File: config.mk
export PLATFORM = sky130hd
export DESIGN_NAME = zfs_sqrt
export DESIGN_NICKNAME = d
export VERILOG_FILES = /design/src/zfs_sqrt.sv
export SDC_FILE = /design/constraint.sdc
export NUM_CORES = 1
export LEC_CHECK = 0
export CAP_MARGIN = 20
export CORE_MARGIN = 2
export CORE_UTILIZATION = 70
export CTS_CLUSTER_DIAMETER = 50
export DETAILED_ROUTE_END_ITERATION = 16
export DONT_BUFFER_PORTS = 1
export PLACE_DENSITY = 0.86
export SYNTH_ARGS = -nofsm -noshare
export SYNTH_HDL_FRONTEND = slang
export SYNTH_SLANG_ARGS = --single-unit
File: constraint.sdc
create_clock -name i_clk -period 9.79 [get_ports i_clk]
set_clock_uncertainty 0.1 [all_clocks]
set_input_delay 0.4895 -clock i_clk [delete_from_list [all_inputs] [get_ports i_clk]]
set_output_delay 0.4895 -clock i_clk [all_outputs]
set_load 0.005 [all_outputs]
File: src/zfs_sqrt.sv
module zfs_sqrt (
    input  logic        i_clk,
    input  logic        i_rst_n,
    input  logic        i_start,
    input  logic [47:0] i_val,
    output logic        o_done,
    output logic [23:0] o_root
);

    logic [47:0] r_v, n_v;
    logic [47:0] r_res, n_res;
    logic [47:0] r_bit;
    logic        r_busy, r_done;
    logic [47:0] w_sum;

    always_comb begin
        w_sum = r_res + r_bit;
        n_v = r_v;
        if (r_v >= w_sum) begin
            n_v = r_v - w_sum;
            n_res = (r_res >> 1) + r_bit;
        end else begin
            n_res = r_res >> 1;
        end
    end

    always_ff @(posedge i_clk) begin
        if (!i_rst_n) begin
            r_busy <= 1'b0;
            r_done <= 1'b0;
        end else if (i_start) begin
            r_busy <= 1'b1;
            r_done <= 1'b0;
        end else begin
            r_done <= r_busy && r_bit == 48'd1;
            if (r_bit == 48'd1) begin
                r_busy <= 1'b0;
            end
        end
    end

    always_ff @(posedge i_clk) begin
        if (i_start) begin
            r_v <= i_val;
            r_res <= '0;
            r_bit <= 48'h4000_0000_0000;
        end else if (r_busy) begin
            r_v <= n_v;
            r_res <= n_res;
            r_bit <= r_bit >> 2;
        end
    end

    assign o_done = r_done;
    assign o_root = r_res[23:0];

    a_done_pulse: assert property (@(posedge i_clk) disable iff (!i_rst_n)
        r_done |=> !r_done) else $error("sqrt done held");
    a_done_idle: assert property (@(posedge i_clk) disable iff (!i_rst_n)
        r_done |-> !r_busy) else $error("sqrt done while busy");
    a_start_busy: assert property (@(posedge i_clk) disable iff (!i_rst_n)
        i_start |=> r_busy) else $error("sqrt not started");

endmodule
* Word level (Yosys, flattened, before mapping) *
Index checks and enable logic that the tools add are counted.

word-level totals
  bits of input ports = 51
  register bits = 122

cells by class
  mux-type cells = 6
  bitwise gates (word level) = 1
  magnitude comparators = 1
  reduce and logical (&&, ||, !) cells = 6
  eq/ne operators = 1
  $add $sub $neg = 3

operators by type and width
  cell                                                              count
  48-bit two-way mux                                                4
  47-bit by 47-bit adder with 48-bit output                         1
  48-bit by 47-bit adder with 48-bit output                         1
  48-bit >= comparator                                              1
  48-bit subtractor                                                 1
  24-bit by 1-bit == test with 1-bit output, second input constant  1
  2-bit nonzero test                                                3
  1-bit two-way mux                                                 2
  2-bit AND reduction                                               1
  2-bit OR reduction                                                1
  1-bit logical AND                                                 1
  1-bit NOT                                                         1

* Depth between registers and ports, before layout *
  depth in word-level cells = 5
  mapped depth = 24
  depth with buffers taken out = 21

* Worst setup path before layout *
Ideal clock, no wire load.

  path kind = register to register
  from = register r_res[24]
  to = register r_v[0] (enable)
  arrival = 5071 ps
  buffers on the path = 4
  slack = 4249 ps
  library setup time = 370 ps
  clock period less this slack = 5541 ps
  stages on the path, launching flop included = 22
  cell sequence = dfxtp_1 -> ha_1 -> and2_1 -> clkbuf_1 -> a221oi_1 -> nor2_1 -> a31oi_1 -> nand3_1 -> a41o_1 -> a211o_1 -> xnor2_1 -> ha_1 -> clkbuf_1 -> a2111oi_0 -> o221ai_1 -> nand2_1 -> o221a_2 -> a21boi_1 -> clkbuf_1 -> clkbuf_1 -> nor2_1 -> or2_2

between the ends
  cells in the longest elaborated chain, start to end = 4

ends and longest elaborated chain
  what                                       RTL line  RTL
  start: declaration                         11        logic [47:0] r_res, n_res;
  start signal: assignment                   49        r_res <= n_res;
  48-bit by 47-bit adder with 48-bit output  17        w_sum = r_res + r_bit;
  48-bit >= comparator                       19        if (r_v >= w_sum) begin
  2-bit nonzero test (no line)               -
  2-bit AND reduction (no line)              -
  end signal: assignment                     44        r_v <= i_val;
  end signal: assignment                     48        r_v <= n_v;
  end: declaration                           10        logic [47:0] r_v, n_v;

Every way passes these cells.
A chain may end at the register's enable or synchronous reset.

* Worst setup path after layout *
  from = register r_res[12]
  to = register r_v[13] (enable)

Same word-level chain as after synthesis.

==> results.sh <==
export IMPL_outcome="finished, final reports clean"
export IMPL_final_layout_size_suffix_gt1_share_pct=4.77
export IMPL_finalCritPeriodShare_pct=65.7
export IMPL_drt_pass1_iter_count=6
export IMPL_synth_ff_type="dfxtp_1"
export IMPL_wl_um=29000
export IMPL_clockBufferDepth=2
export IMPL_cts_root_buffer="clkbuf_16"
export IMPL_max_slew_margin_pct=35.6
export IMPL_synthCells=1374
export IMPL_cts_hold_buffers=0
export IMPL_worst_pin_slew_ns=0.967
export IMPL_cts_resized=0
export IMPL_total_power_mw=3.03
export IMPL_drv_cap=0
export IMPL_syn_area_per_cell_um2=8.04
export IMPL_slew_violations=0
export IMPL_antenna_found_initial=0
export IMPL_num_fill_cells=1204
export IMPL_setup_viol=0
export IMPL_fin_util_pct=75.4
export IMPL_clock_latency_ns=0.44
export IMPL_wirelength_met1_um=11600
export IMPL_cts_htree_levels=4
export IMPL_yosysMostFrequentCell="nand2_1"
export IMPL_dp_cells=1499
export IMPL_syn2layout_area_growth_pct=4.53
export IMPL_holdCritPathClass="primary input to flip-flop"
export IMPL_routed_top_layer="met4"
export IMPL_ys_warn_count=0
export IMPL_core_area_um2=15300
export IMPL_final_nets=1457
export IMPL_crit_path_end_kind="flip-flop"
export IMPL_seqCellArea_um2=2930
export IMPL_synth_top_area_share_pct=13.4
export IMPL_gp_congestion=0.974
export IMPL_peakVddDrop_mv=0.274
export IMPL_fmax_mhz=155
export IMPL_yosysTopAreaCell="dfxtp_1"
export IMPL_pwr_density_cell_nw_per_um2=262
export IMPL_multi_input_area_um2=7590
export IMPL_grt_usage_pct=34.0
export IMPL_grt_ovfl_total=0
export IMPL_clkTransAtPathRegs_ns=0.06
export IMPL_yosysSeqAreaShare_pct=26.5
export IMPL_vias=10400
export IMPL_met3_length_um=2170
export IMPL_wl_per_cell_um=19.0
export IMPL_setup_ws_ns=3.36
export IMPL_netlist_area_um2=11000
export IMPL_rsz0062_at_grt="no"
export IMPL_worstPathMaxFanout=86
export IMPL_die_x_um=130
export IMPL_ys_types=73
export IMPL_tns_ns=0
export IMPL_async_flop_share_pct=0
export IMPL_stdcell_count=1531
export IMPL_grt_pass1_wl_um=45600
export IMPL_antenna_cells=0
export IMPL_viasPerCell=6.79
export IMPL_dr_wl_met2_um=13900
export IMPL_fp_row_count=45
export IMPL_p_leak_nw=4.57
export IMPL_synth_edf_count=48
export IMPL_cts_setup_buffers=0
export IMPL_route_detailed_drc=0
export IMPL_grt_pass1_vias=9498
export IMPL_io_pins=76
export IMPL_hpwlAfterDp_um=20500
export IMPL_hold_viol=0
export IMPL_cp_arrival_ns=6.40
export IMPL_start_util_pct=72.1
export IMPL_syn_nets=1524
export IMPL_cts_sinks=122
export IMPL_ys_ff_latch=122
export IMPL_die_height_um=130
export IMPL_design_die_area_um2=16800
export IMPL_ys_top_cells_by_count="145 x nand2_1, 131 x nor2_1, 117 x o21ai_0"
export IMPL_worst_setup_path_type="flip-flop to flip-flop"
export IMPL_grt_max_degree=166
export IMPL_cts_tree="yes"
export IMPL_critPathRequiredTime_ns=9.75
export IMPL_first_iter_violations=914
export IMPL_min_period_ns=6.43
export IMPL_start_kind="flip-flop"
export IMPL_ant_nets=0
export IMPL_pre_cts_slack_ns=3.48
export IMPL_synth_area_top_cells="dfxtp_1 13%, edfxtp_1 13%, ha_1 11%, o21ai_0 5.3%, nand2_1 4.9%"
export IMPL_cts_buffers=17
export IMPL_port_buffers=0
## per-layer routing
layer  up-vias  GRT usage [%]
met5         -              0
met4         0           17.0
met3       119           6.69
met2       468           59.5
met1      4798           39.6
li1       5005              -
## per-stage QoR
stage	instance area (um2)	hold WS [ns]
6_report	11500	0.0580
3_3_place_gp	10900	0.400
2_1_floorplan	11000	0.378
3_5_place_dp	10900	0.406
4_1_cts	11500	0.0323
5_1_grt	11500	0.0402
## where the power goes
group          total (mW)  leakage (nW)  internal, mW  switching, mW
sequential          0.789          1.09         0.688          0.101
combinational        1.57          3.18         0.616          0.954
clock               0.670         0.308         0.419          0.251
## state kept, by name, summed over array words and instances, names as in the netlist
name / cells
r_res: 48
r_v: 48
r_bit: 24
o_done: 1
r_busy: 1
## cells in the final DEF, fill, tap and decap left out, types with 35 or more instances in the layout
cell type  netlist  final
a31oi_1         39     39
o21ai_0        117    117
xor2_1          55     55
xnor2_1         49     49
nor2_1         131    131
dfxtp_1         74     73
a21o_1          44     44
edfxtp_1        48     48
nand2_1        145    145
a21oi_1         75     75
mux2i_1         35     35
ha_1            98     98
## worst max-delay path: stages (launching register included)
cell	delay, ns
dfxtp_1	0.52
ha_1	0.33
a31oi_1	0.29
nor2_1	0.08
or3_1	0.37
o21ai_0	0.36
nand3_1	0.19
a41o_1	0.32
a211o_1	0.35
xnor2_1	0.16
ha_1	0.46
nand2_1	0.08
or3_1	0.34
a2111oi_1	0.67
a21boi_4	0.10
buf_4	0.37
nor2_1	0.27
or2_2	0.14
buf_4	0.53
## area by class of cell
type	instances	area share (%)
inverters	29	0.943
repair buffers	3	0.195
clock buffers	27	5.15
flip-flops and latches	122	25.4
clock inverters	5	0.336
multi-input cells	1134	65.7
well taps	211	2.29
## cells by family after synthesis
logic type | count (synthesis) | synth area share [%]
fa+ha+maj | 99 | 11.3
flops | 122 | 26.5
buf+inv | 118 | 4.92
compound gates | 436 | 26.1
xor+xnor | 104 | 8.25
mux | 40 | 3.68
simple gates | 455 | 19.3
## path summary, 6_finish.rpt
| path | from | end | slack (ns) | depth (start not counted) |
|---|---|---|---|---|
| setup reg to reg | r_res[12] | r_v[13] | 3.36 | 18 |
| hold reg to reg | r_res[47] | r_res[47] | 0.42 | 2 |
| setup / recovery | r_res[12] | r_v[13] | 3.36 | 18 |
| hold / removal | i_start | r_bit[4] | 0.06 | 1 |
No activity file was read; power rests on OpenSTA's default activity.
