--- src/zfs_pkg.sv ---
package zfs_pkg;

    localparam int NumFeatures = 16;
    localparam int FeatW = 4;
    localparam int MaxRows = 65535;
    localparam int RowW = 16;
    localparam int SumW = 34;
    localparam int SqW = 48;

    localparam logic [1:0] KIND_TRAIN  = 2'd0;
    localparam logic [1:0] KIND_FINISH = 2'd1;
    localparam logic [1:0] KIND_SCALE  = 2'd2;

    localparam logic [1:0] ST_OK       = 2'd0;
    localparam logic [1:0] ST_UNTRAIN  = 2'd1;
    localparam logic [1:0] ST_NOROWS   = 2'd2;
    localparam logic [1:0] ST_OVERFLOW = 2'd3;

    // divider operation request
    typedef struct packed {
        logic        start;
        logic [63:0] num;
        logic [47:0] den;
    } t_div_req;

    typedef struct packed {
        logic        done;
        logic [63:0] quo;
        logic [47:0] rem;
    } t_div_rsp;

endpackage

--- src/zfs_divider.sv ---
module zfs_divider (
    input  logic              i_clk,
    input  logic              i_rst_n,
    input  zfs_pkg::t_div_req i_req,
    output zfs_pkg::t_div_rsp o_rsp
);

    logic [63:0] r_quo, n_quo;
    logic [48:0] r_rem, n_rem;
    logic [47:0] r_den;
    logic [6:0]  r_cnt, n_cnt;
    logic        r_busy, n_busy;
    logic        r_done, n_done;
    logic [48:0] w_trial;

    always_comb begin
        n_quo = r_quo;
        n_rem = r_rem;
        n_cnt = r_cnt;
        n_busy = r_busy;
        n_done = 1'b0;
        w_trial = {r_rem[47:0], r_quo[63]};
        if (r_busy) begin
            n_quo = {r_quo[62:0], 1'b0};
            if (w_trial >= {1'b0, r_den}) begin
                n_rem = w_trial - {1'b0, r_den};
                n_quo[0] = 1'b1;
            end else begin
                n_rem = w_trial;
            end
            n_cnt = r_cnt - 7'd1;
            if (r_cnt == 7'd1) begin
                n_busy = 1'b0;
                n_done = 1'b1;
            end
        end
    end

    always_ff @(posedge i_clk) begin
        if (!i_rst_n) begin
            r_busy <= 1'b0;
            r_done <= 1'b0;
            r_cnt <= '0;
        end else if (i_req.start) begin
            r_busy <= 1'b1;
            r_done <= 1'b0;
            r_cnt <= 7'd64;
        end else begin
            r_busy <= n_busy;
            r_done <= n_done;
            r_cnt <= n_cnt;
        end
    end

    always_ff @(posedge i_clk) begin
        if (i_req.start) begin
            r_quo <= i_req.num;
            r_rem <= '0;
            r_den <= i_req.den;
        end else begin
            r_quo <= n_quo;
            r_rem <= n_rem;
        end
    end

    assign o_rsp.done = r_done;
    assign o_rsp.quo = r_quo;
    assign o_rsp.rem = r_rem[47:0];

    a_done_pulse: assert property (@(posedge i_clk) disable iff (!i_rst_n)
        r_done |=> !r_done) else $error("divider done held");
    a_busy_done: assert property (@(posedge i_clk) disable iff (!i_rst_n)
        r_done |-> !r_busy) else $error("divider done while busy");
    a_cnt_zero: assert property (@(posedge i_clk) disable iff (!i_rst_n)
        !r_busy |-> r_cnt == 7'd0 || $past(i_req.start) == 1'b0)
        else $error("divider count");

endmodule

--- config.mk ---
export PLATFORM = sky130hd
export DESIGN_NAME = zfs_divider
export DESIGN_NICKNAME = d
export VERILOG_FILES = /design/src/zfs_pkg.sv /design/src/zfs_divider.sv
export SDC_FILE = /design/constraint.sdc
export NUM_CORES = 1
export LEC_CHECK = 0
export ABC_AREA = 1
export BUFFER_PORTS_ARGS = -buffer_cell sky130_fd_sc_hd__clkbuf_2
export CORE_MARGIN = 5
export CORE_UTILIZATION = 35
export DETAILED_ROUTE_END_ITERATION = 10
export GPL_TIMING_DRIVEN = 0
export SYNTH_ARGS = -nofsm -noshare
export SYNTH_HDL_FRONTEND = slang
export SYNTH_SLANG_ARGS = --single-unit
--- constraint.sdc ---
create_clock -name i_clk -period 7.5 [get_ports i_clk]
set_input_delay 0.75 -clock i_clk [delete_from_list [all_inputs] [get_ports i_clk]]
set_output_delay 0.75 -clock i_clk [all_outputs]
set_load 0.1 [all_outputs]
[Word level (Yosys, flattened, before mapping)]
Cells that the tools add are included.
Storage, ports and cells
  input bits: 115
  logic and storage cells: 26
  register bits: 169
  output and inout bits: 113
Operators by class
  add/subtract/negate cells: 2
  magnitude comparators: 1
  reductions and logical operators: 3
  bitwise gates (word level): 2
  eq/ne operators: 1
  mux-type cells: 10
Operators with widths (count)
  $mux W64: 2
  $ge A49 B48 Y1: 1
  $mux W48: 1
  $sub A48 B48 Y48: 1
  $mux W7: 2
  $eq A7 B1 Y1 const B: 1
  $sub A7 B1 Y7 const B: 1
  $mux W1: 5
  $reduce_or A3 Y1: 1
  $not A1 Y1: 2
  $reduce_bool A2 Y1: 1
  $reduce_or A2 Y1: 1

[Longest topological paths before layout]
Gate-level depths: netlist of run 1.
  depth after elaboration: 4
  gate-level depth with buffers: 17
  mapped depth without buffers: 16

[Worst setup path before layout of run 1]
No wires, ideal clock.
  path kind: input to register
  start: input port i_req[112] (netlist bit)
  end: register r_quo[0], enable pin
  arrival time: 2972 ps
  stages on the path: 3
  buffers on the path: 1
  slack: 4074 ps
  library setup time: 454 ps
  data required time: 7046 ps
  path through: nor2_1 > inv_1 > clkbuf_1
Between the ends
  cells in the longest elaborated chain, start to end: 1
Ends and longest elaborated chain
  start: declaration: RTL line zfs_divider.sv:4  | input zfs_pkg::t_div_req i_req,
  $reduce_bool A2 Y1 (no line)
  end signal: assignment: RTL line zfs_divider.sv:57  | r_quo <= i_req.num;
  end signal: assignment: RTL line zfs_divider.sv:61  | r_quo <= n_quo;
  end: declaration: RTL line zfs_divider.sv:8  | logic [63:0] r_quo, n_quo;
Every way passes these cells.
A chain may end at the register's enable or synchronous reset.

[Worst setup path in the final report of run 1]
  start: input port i_req[112] (netlist bit)
  end: register r_quo[32], enable pin
Same word-level chain as after synthesis.

==> results of run 1 <==
[critical path, delay by kind of cell]
kind                   cells  cell delay, ns
and+or+nand+nor            1            0.82
buffers and inverters      4            1.43
[layout make-up]
class                           instances  share of cell area, %
Sequential cell                       169                   33.5
Tap cell                              402                   3.74
Buffer                                 44                   1.60
Clock inverter                         14                   1.10
Clock buffer                           17                   3.16
Timing Repair Buffer                  228                   8.67
Multi-Input combinational cell       1107                   38.9
Inverter                              332                   9.27
[kinds of logic after synthesis]
group	after synthesis
AOI/OAI and AO/OA	64
xor gates and xnor gates	27
adders and majority gates	51
buffers and inverters	376
DFF	169
and+or+nand+nor	965
[worst min path at each step]
stage               startpoint         to  slack [ns]  cells past startpoint
floorplan             r_cnt[6]     r_done        0.44                      1
global placement      r_cnt[6]     r_done        0.47                      1
detailed placement    r_cnt[6]     r_done        0.47                      1
CTS                  i_req[34]  r_den[34]        0.44                      1
global route         i_req[29]  r_den[29]        0.44                      1
finish               i_req[34]  r_den[34]        0.46                      1
[cell usage in the layout, fill, tap and decap left out, types with 2 or more instances in the layout]
cell type / synthesis / layout
sky130_fd_sc_hd__dfxtp_1: 57 / 57
sky130_fd_sc_hd__nand2_2: 3 / 3
sky130_fd_sc_hd__buf_4: 5 / 5
sky130_fd_sc_hd__clkinv_1: 3 / 7
sky130_fd_sc_hd__xor2_1: 3 / 3
sky130_fd_sc_hd__nor3_1: 9 / 9
sky130_fd_sc_hd__xnor2_1: 24 / 24
sky130_fd_sc_hd__nor2_1: 89 / 89
sky130_fd_sc_hd__clkbuf_16: 0 / 17
sky130_fd_sc_hd__nand3_2: 2 / 2
sky130_fd_sc_hd__clkbuf_4: 0 / 2
sky130_fd_sc_hd__o21bai_1: 2 / 2
sky130_fd_sc_hd__clkbuf_1: 21 / 20
sky130_fd_sc_hd__and2_1: 3 / 3
sky130_fd_sc_hd__nand2_1: 669 / 669
sky130_fd_sc_hd__nor3_2: 2 / 2
sky130_fd_sc_hd__bufinv_16: 0 / 2
sky130_fd_sc_hd__buf_2: 10 / 10
sky130_fd_sc_hd__o21ai_1: 20 / 20
sky130_fd_sc_hd__buf_1: 6 / 6
sky130_fd_sc_hd__inv_2: 9 / 9
sky130_fd_sc_hd__buf_6: 2 / 2
sky130_fd_sc_hd__inv_6: 0 / 3
sky130_fd_sc_hd__inv_1: 320 / 320
sky130_fd_sc_hd__clkbuf_2: 0 / 226
sky130_fd_sc_hd__o21ai_0: 8 / 8
sky130_fd_sc_hd__clkinvlp_4: 0 / 2
sky130_fd_sc_hd__nand3_1: 114 / 114
sky130_fd_sc_hd__inv_8: 0 / 2
sky130_fd_sc_hd__edfxtp_1: 112 / 112
sky130_fd_sc_hd__nor4_1: 4 / 4
sky130_fd_sc_hd__nor2_2: 6 / 6
sky130_fd_sc_hd__a21oi_1: 27 / 27
sky130_fd_sc_hd__nand4_1: 61 / 61
sky130_fd_sc_hd__ha_1: 50 / 50
sky130_fd_sc_hd__o21a_1: 2 / 2
[state kept, by name, summed over array words and instances (netlist names)]
| signal | flops |
|---|---|
| r_cnt | 7 |
| r_den | 48 |
| r_done | 1 |
| r_busy | 1 |
| r_quo | 64 |
| r_rem | 48 |
[per-stage QoR]
| stage | hold slack, ns | worst slack [ns] | cells | util (%) |
|---|---|---|---|---|
| global placement | 0.466 | 0.933 | 2281 | 40.7 |
| CTS | 0.439 | 4.48 | 2313 | 42.6 |
| global route | 0.437 | 4.37 | 2313 | 42.6 |
| floorplan | 0.437 | 4.07 | 1652 | - |
| detailed placement | 0.469 | 4.00 | 2282 | 40.8 |
| finish | 0.463 | 4.54 | 2313 | 42.6 |
[where the power goes]
part	total, mW	switching [mW]	internal (mW)
clock network	0.904	0.412	0.492
logic	0.557	0.448	0.109
registers	1.10	0.0342	1.07
[per-layer routing]
layer	GRT usage [%]	share of wire, %	vias up	routed length (um)
li1	-	-	5595	-
met1	26.0	43	4905	16000
met2	34.5	46	350	17000
met3	6.91	8.4	56	3140
met4	7.26	2.8	2	1060
met5	0	0.030	-	11
==> metrics.txt, run 1 <==
outcome=finished, final reports clean; layout filler cell count=3426; largest net degree at the start of global routing=65; critical register-to-register path startpoint=r_den[29]; clock root buffer=sky130_fd_sc_hd__clkbuf_16; most used cell along the critical path=sky130_fd_sc_hd__clkbuf_4; CTS Sinks=169; synthesized area divided by synthesized cell count=6.78 um2; total number of H-tree levels=4; unrepaired setup endpoints after global routing=false; final worst-path cycle share=39.4%; category of the most critical setup path=in -> reg; TritonCTS buffer count=17; Critical path origin=i_req[112]; number of buffers added for setup after CTS=0; area occupied by multi-input gates=0.00524 mm2; Design Power=2.56 mW; number of input and output port buffers inserted=227; slack of the worst reg-to-reg path=4.62 ns; Syn Inst Count=1652; fraction of final layout cells sized beyond drive strength 1=15.6%; CTS Hold Buffers Added=0; vertical extent of the die=189 um; ys async rst share=0%; leakage=7.27 nW; critical path startpoint category=input pin; GPL Wtd Cong=0.982; remaining global-route overflow=0; Remaining DRCs=0; post-cts resize count=0; clock edge transition at the registers on the reported setup and hold paths=0.07 ns; effective utilization at floorplan=35.5%; power density relative to cell area=191 mW/mm2; number of max-cap violations=0; data required time of the critical path=7.66 ns; count of different cell masters after synthesis=38; max_slew headroom=42.5%; final hold violations=0; number of iterations in the first detailed-routing pass=5; Synth top area share=30.0%; number of antenna violations at the first check in global routing=1; net count after synthesis=1818; Area contributors post-synth=sky130_fd_sc_hd__edfxtp_1 (30%), sky130_fd_sc_hd__nand2_1 (22%), sky130_fd_sc_hd__inv_1 (11%); arrival time reported for the critical path endpoint=3.12 ns; Worst path slowest cell=sky130_fd_sc_hd__nor2_1; number of storage elements in the synthesis netlist=169; largest fanout on the critical path=64; Clk Latency, worst-skew pair=0.46 ns; fin crit period=2.96 ns; combinational family with the most area after synthesis=simple AND/OR/NAND/NOR gates; Synth top cells by count=sky130_fd_sc_hd__nand2_1 (669), sky130_fd_sc_hd__inv_1 (320), sky130_fd_sc_hd__nand3_1 (114), sky130_fd_sc_hd__edfxtp_1 (112), sky130_fd_sc_hd__nor2_1 (89); compound-cell area share of the yosys netlist=3.09%; Yosys top cell by area=sky130_fd_sc_hd__edfxtp_1; EDFF count, synth=112; first-pass GRT wire length=58.7 mm; share of synthesized area occupied by flip-flops and latches=40.2%; highest attainable clock frequency=0.338 GHz; Layout Skew=0.0122 ns; final wirelength=37.2 mm; worst vdd ir=158 uV; Detailed Place HPWL=30.1 mm; sequential cell area=0.00450 mm2; clock tree from TritonCTS=yes; Adder-Cell Fraction of Synth Area=5.77%; Rows=65; routed length per placed instance=16.1 um; crit-path cells=clkbuf_4 -> nor2_1 -> inv_1 -> clkbuf_4 -> buf_16; post-synthesis simple-gate area fraction=35.8%; Post-synth top flop=sky130_fd_sc_hd__edfxtp_1; Yosys warning total=0; slew of the pin with the lowest slew margin=0.860 ns; number of primary I/O pins=228; area of the mapped netlist=0.0112 mm2; synthesized-area fraction occupied by xor and xnor cells=2.11%; final-report max-slew violation count=0; highest cell delay on the worst timing path=0.82 ns; Total Negative Setup Slacks=0 ns; vias=10.9k; element type at the critical path end=register; Post-layout nets=2065; Core ar.=0.0316 mm2; buffer depth of the longest clock path=2; Setup violations, final=0; area of the die=0.0357 mm2; reg-to-reg endpoint=r_rem[43]; Area after DPL=0.0129 mm2; overall global routing resource usage=21.0%; antenna-violating nets left=0; most common cell in the synthesized netlist=sky130_fd_sc_hd__nand2_1; final instance area=0.0134 mm2; total inserted antenna cells=0; via count of the first global-routing pass=11.0k; HP Class=in -> reg; multiplexer share of the synthesized area=0%; horizontal die dimension=189 um; area added between synthesis and finish=20.1%; detailed-route vias per instance=4.72; Worst Reg-to-Reg Cells=12; worst setup path end=r_quo[32]; initial detailed-routing violation count=687
Power figures use the tool's default switching activity.
==> inputs of run 2 (changes only) <==
ABC_AREA = 0   (was 1)
clock period = 2.5 ns   (was 7.5 ns; I/O delays follow)
==> metrics.txt, run 2 <==
GPL Wtd Cong=0.867 (-12%); vertical extent of the die=175 um (-7.3%); unrepaired setup endpoints after global routing=true; Clk Latency, worst-skew pair=0.44 ns (-0.02 ns); leakage=5.87 nW (-19%); slack of the worst reg-to-reg path=-0.50 ns (-5.12 ns); Remaining DRCs=0 (unchanged); via count of the first global-routing pass=8982 (-18%); register with the most flip-flops=r_quo; Core ar.=0.0269 mm2 (-15%); final worst-path cycle share=120%; Layout Skew=0.0133 ns (+0.00109 ns); final setup slack of the worst path=-0.495 ns (-5.04 ns); synthesized area divided by synthesized cell count=10.5 um2 (+54%); Post-synth top flop=sky130_fd_sc_hd__edfxtp_1; data required time of the critical path=2.83 ns (-4.83 ns); CTS Sinks=169 (unchanged); ys async rst share=0% (unchanged); outcome=finished with violations; overall global routing resource usage=20.1% (-0.83 points); area of the mapped netlist=0.00953 mm2 (-15%); most common cell in the synthesized netlist=sky130_fd_sc_hd__edfxtp_1; Area contributors post-synth=sky130_fd_sc_hd__edfxtp_1 (35%), sky130_fd_sc_hd__dfxtp_1 (12%), sky130_fd_sc_hd__mux2_2 (7.7%); power density relative to cell area=677 mW/mm2 (+260%); final-report max-slew violation count=0 (unchanged); Comb pwr share=36.9% (+15 points); Yosys warning total=0 (unchanged); final wirelength=32.2 mm (-14%); buffer depth of the longest clock path=2 (unchanged); number of iterations in the first detailed-routing pass=5 (unchanged); slew of the pin with the lowest slew margin=0.839 ns (-0.0208 ns); HP Class=in -> reg; most common library cell in the layout ignoring fill and taps=sky130_fd_sc_hd__clkbuf_2; share of synthesized area occupied by flip-flops and latches=47.2% (+7.0 points); EDFF count, synth=112 (unchanged); Post-layout nets=1442 (-30%); Design Power=9.80 mW (+280%); worst vdd ir=660 uV (+320%); worst setup slack after placement=-1.77 ns (-5.77 ns); number of antenna violations at the first check in global routing=1 (unchanged); effective utilization at floorplan=35.5% (about the same); routed length per placed instance=19.7 um (+22%); count of different cell masters after synthesis=68 (+79%); element type at the critical path end=register; Synth top area share=35.3% (+5.2 points); area of the die=0.0306 mm2 (-14%); total number of H-tree levels=4 (unchanged); internal power component=5.95 mW (+260%); number of max-cap violations=0 (unchanged); share of power burned in registers=35.1% (-7.9 points); share of total power consumed by net switching=39.3% (+4.4 points); horizontal die dimension=175 um (-7.3%); TritonCTS buffer count=17 (unchanged); number of primary I/O pins=228 (unchanged); final cell utilization of the core=53.9% (+11 points); Clk pwr share=28.0% (-7.3 points); net count after synthesis=1078 (-41%); antenna-violating nets left=0 (unchanged); flip-flop count of the largest register after layout=64 (unchanged); Synth top cells by count=sky130_fd_sc_hd__edfxtp_1 (112), sky130_fd_sc_hd__nor2_1 (72), sky130_fd_sc_hd__mux2_2 (65), sky130_fd_sc_hd__nand2_1 (63), sky130_fd_sc_hd__inv_1 (61); most frequent cells in the layout=sky130_fd_sc_hd__clkbuf_2 (230), sky130_fd_sc_hd__edfxtp_1 (112), sky130_fd_sc_hd__mux2_2 (64); Yosys top cell by area=sky130_fd_sc_hd__edfxtp_1; largest fanout on the critical path=3 (-95%); vias=8640 (-21%); Rows=60 (-7.7%); fin crit period=3.00 ns; switching component of the power=3.85 mW (+330%); detailed-route vias per instance=5.30 (+12%); number of storage elements in the synthesis netlist=169 (unchanged); final hold violations=0 (unchanged); fraction of final layout cells sized beyond drive strength 1=52.1% (+37 points); Setup violations, final=49 (+49); layout filler cell count=2383 (-30%); violated checks=negative setup slack; largest registers in the final layout=r_quo (64), r_den (48), r_rem (48); clock tree from TritonCTS=yes; Detailed Place HPWL=22.3 mm (-26%); number of input and output port buffers inserted=227 (unchanged); largest net degree at the start of global routing=50 (-23%); highest attainable clock frequency=0.334 GHz; clock edge transition at the registers on the reported setup and hold paths=0.07 ns (about the same); critical path startpoint category=register; Syn Inst Count=912 (-45%); clock root buffer=sky130_fd_sc_hd__clkbuf_16; remaining global-route overflow=0 (unchanged); category of the most critical setup path=reg -> reg; initial detailed-routing violation count=430 (-37%); area added between synthesis and finish=51.9%; max_slew headroom=43.8% (+1.4 points); first-pass GRT wire length=48.9 mm (-17%); arrival time reported for the critical path endpoint=3.32 ns (+0.20 ns)
[run 2: through the flow]
stage | cell area, um2 | hold WS [ns] | cells | TNS (ns)
finish | 14500 | 0.0354 | 1631 | -10.35
global route | 14500 | 0.0118 | 1631 | -16.06
CTS | 13800 | 0.0165 | 1603 | -10.69
detailed placement | 11400 | 0.429 | 1481 | -188.58
global placement | 11300 | 0.428 | 1480 | -215.58
floorplan | 9780 | 0.349 | 912 | -18.86
[run 2: layout make-up]
type / instances / area, um2 / share of cell area [%]
Sequential cell: 169 / 4640 / 32.1
Antenna cell: 1 / 2.50 / 0.0173
Buffer: 29 / 188 / 1.30
Timing Repair Buffer: 361 / 2470 / 17.1
Multi-Input combinational cell: 636 / 5920 / 40.9
Inverter: 61 / 233 / 1.61
Tap cell: 341 / 427 / 2.95
Timing Repair inverter: 1 / 7.51 / 0.0518
Clock inverter: 13 / 155 / 1.07
Clock buffer: 19 / 433 / 2.99
[run 2: power by group through the flow]
stage	registers [mW]	clock network [mW]	logic, mW
final	3.44	2.75	3.62
after global routing	3.47	2.94	3.81
after CTS	3.43	2.81	3.35
after detailed placement	3.48	0	2.84
after global placement	3.48	0	2.82
after floorplan	4.59	0	1.09
[run 2: what timing repair did]
action | CTS | global route
endpoints found under the hold margin | 47 | 0
resized for setup | 210 | 110
cloned | 7 | 0
endpoints found under the setup margin | 177 | 49
buffers inserted | 51 | 35
pin swaps | 54 | 81
hold buffers | 47 | 0
[run 2: layer usage]
layer  vias up  GRT usage (%)  wire, um
li1       4102              -         -
met1      4146           24.0     13300
met2       336           34.3     15400
met3        56           6.53      2580
met4         0           6.84       901
met5         -              0         0
[run 2: cell families (layout without fill, tap and decap cells)]
logic type               Yosys count  in the layout  synth area share, %
AO/OA/AOI/OAI                    234            235                 16.1
XOR/XNOR                          50             50                 4.59
adder cells (fa/ha/maj)           51             51                 6.77
buffers and inverters            108            484                 4.66
flip-flops                       169            169                 47.2
multiplexers                      90             90                 10.3
other                              0              1                    0
AND/OR/NAND/NOR                  210            210                 10.3
[run 2: worst paths after layout]
| check | startpoint | to | cells after the start |
|---|---|---|---|
| worst max-delay path | r_quo[63] | r_rem[44] | 15 |
| worst max register to register | r_quo[63] | r_rem[44] | 15 |
| worst min-delay path | i_req[41] | r_den[41] | 1 |
| worst min register to register | r_cnt[1] | r_cnt[1] | 2 |
[run 2: critical path: stages, from the launching register on]
cell and delay, ns:
sky130_fd_sc_hd__edfxtp_1 0.42, sky130_fd_sc_hd__inv_2 0.10, sky130_fd_sc_hd__ha_4 0.13, sky130_fd_sc_hd__inv_2 0.03, sky130_fd_sc_hd__fa_2 0.33, sky130_fd_sc_hd__a21o_1 0.21, sky130_fd_sc_hd__a221oi_4 0.32, sky130_fd_sc_hd__o211a_1 0.27
sky130_fd_sc_hd__buf_6 0.12, sky130_fd_sc_hd__nor3_4 0.03, sky130_fd_sc_hd__nor3_2 0.16, sky130_fd_sc_hd__buf_4 0.16, sky130_fd_sc_hd__o31ai_4 0.09, sky130_fd_sc_hd__a31oi_1 0.22, sky130_fd_sc_hd__xor2_1 0.19, sky130_fd_sc_hd__a31oi_1 0.09
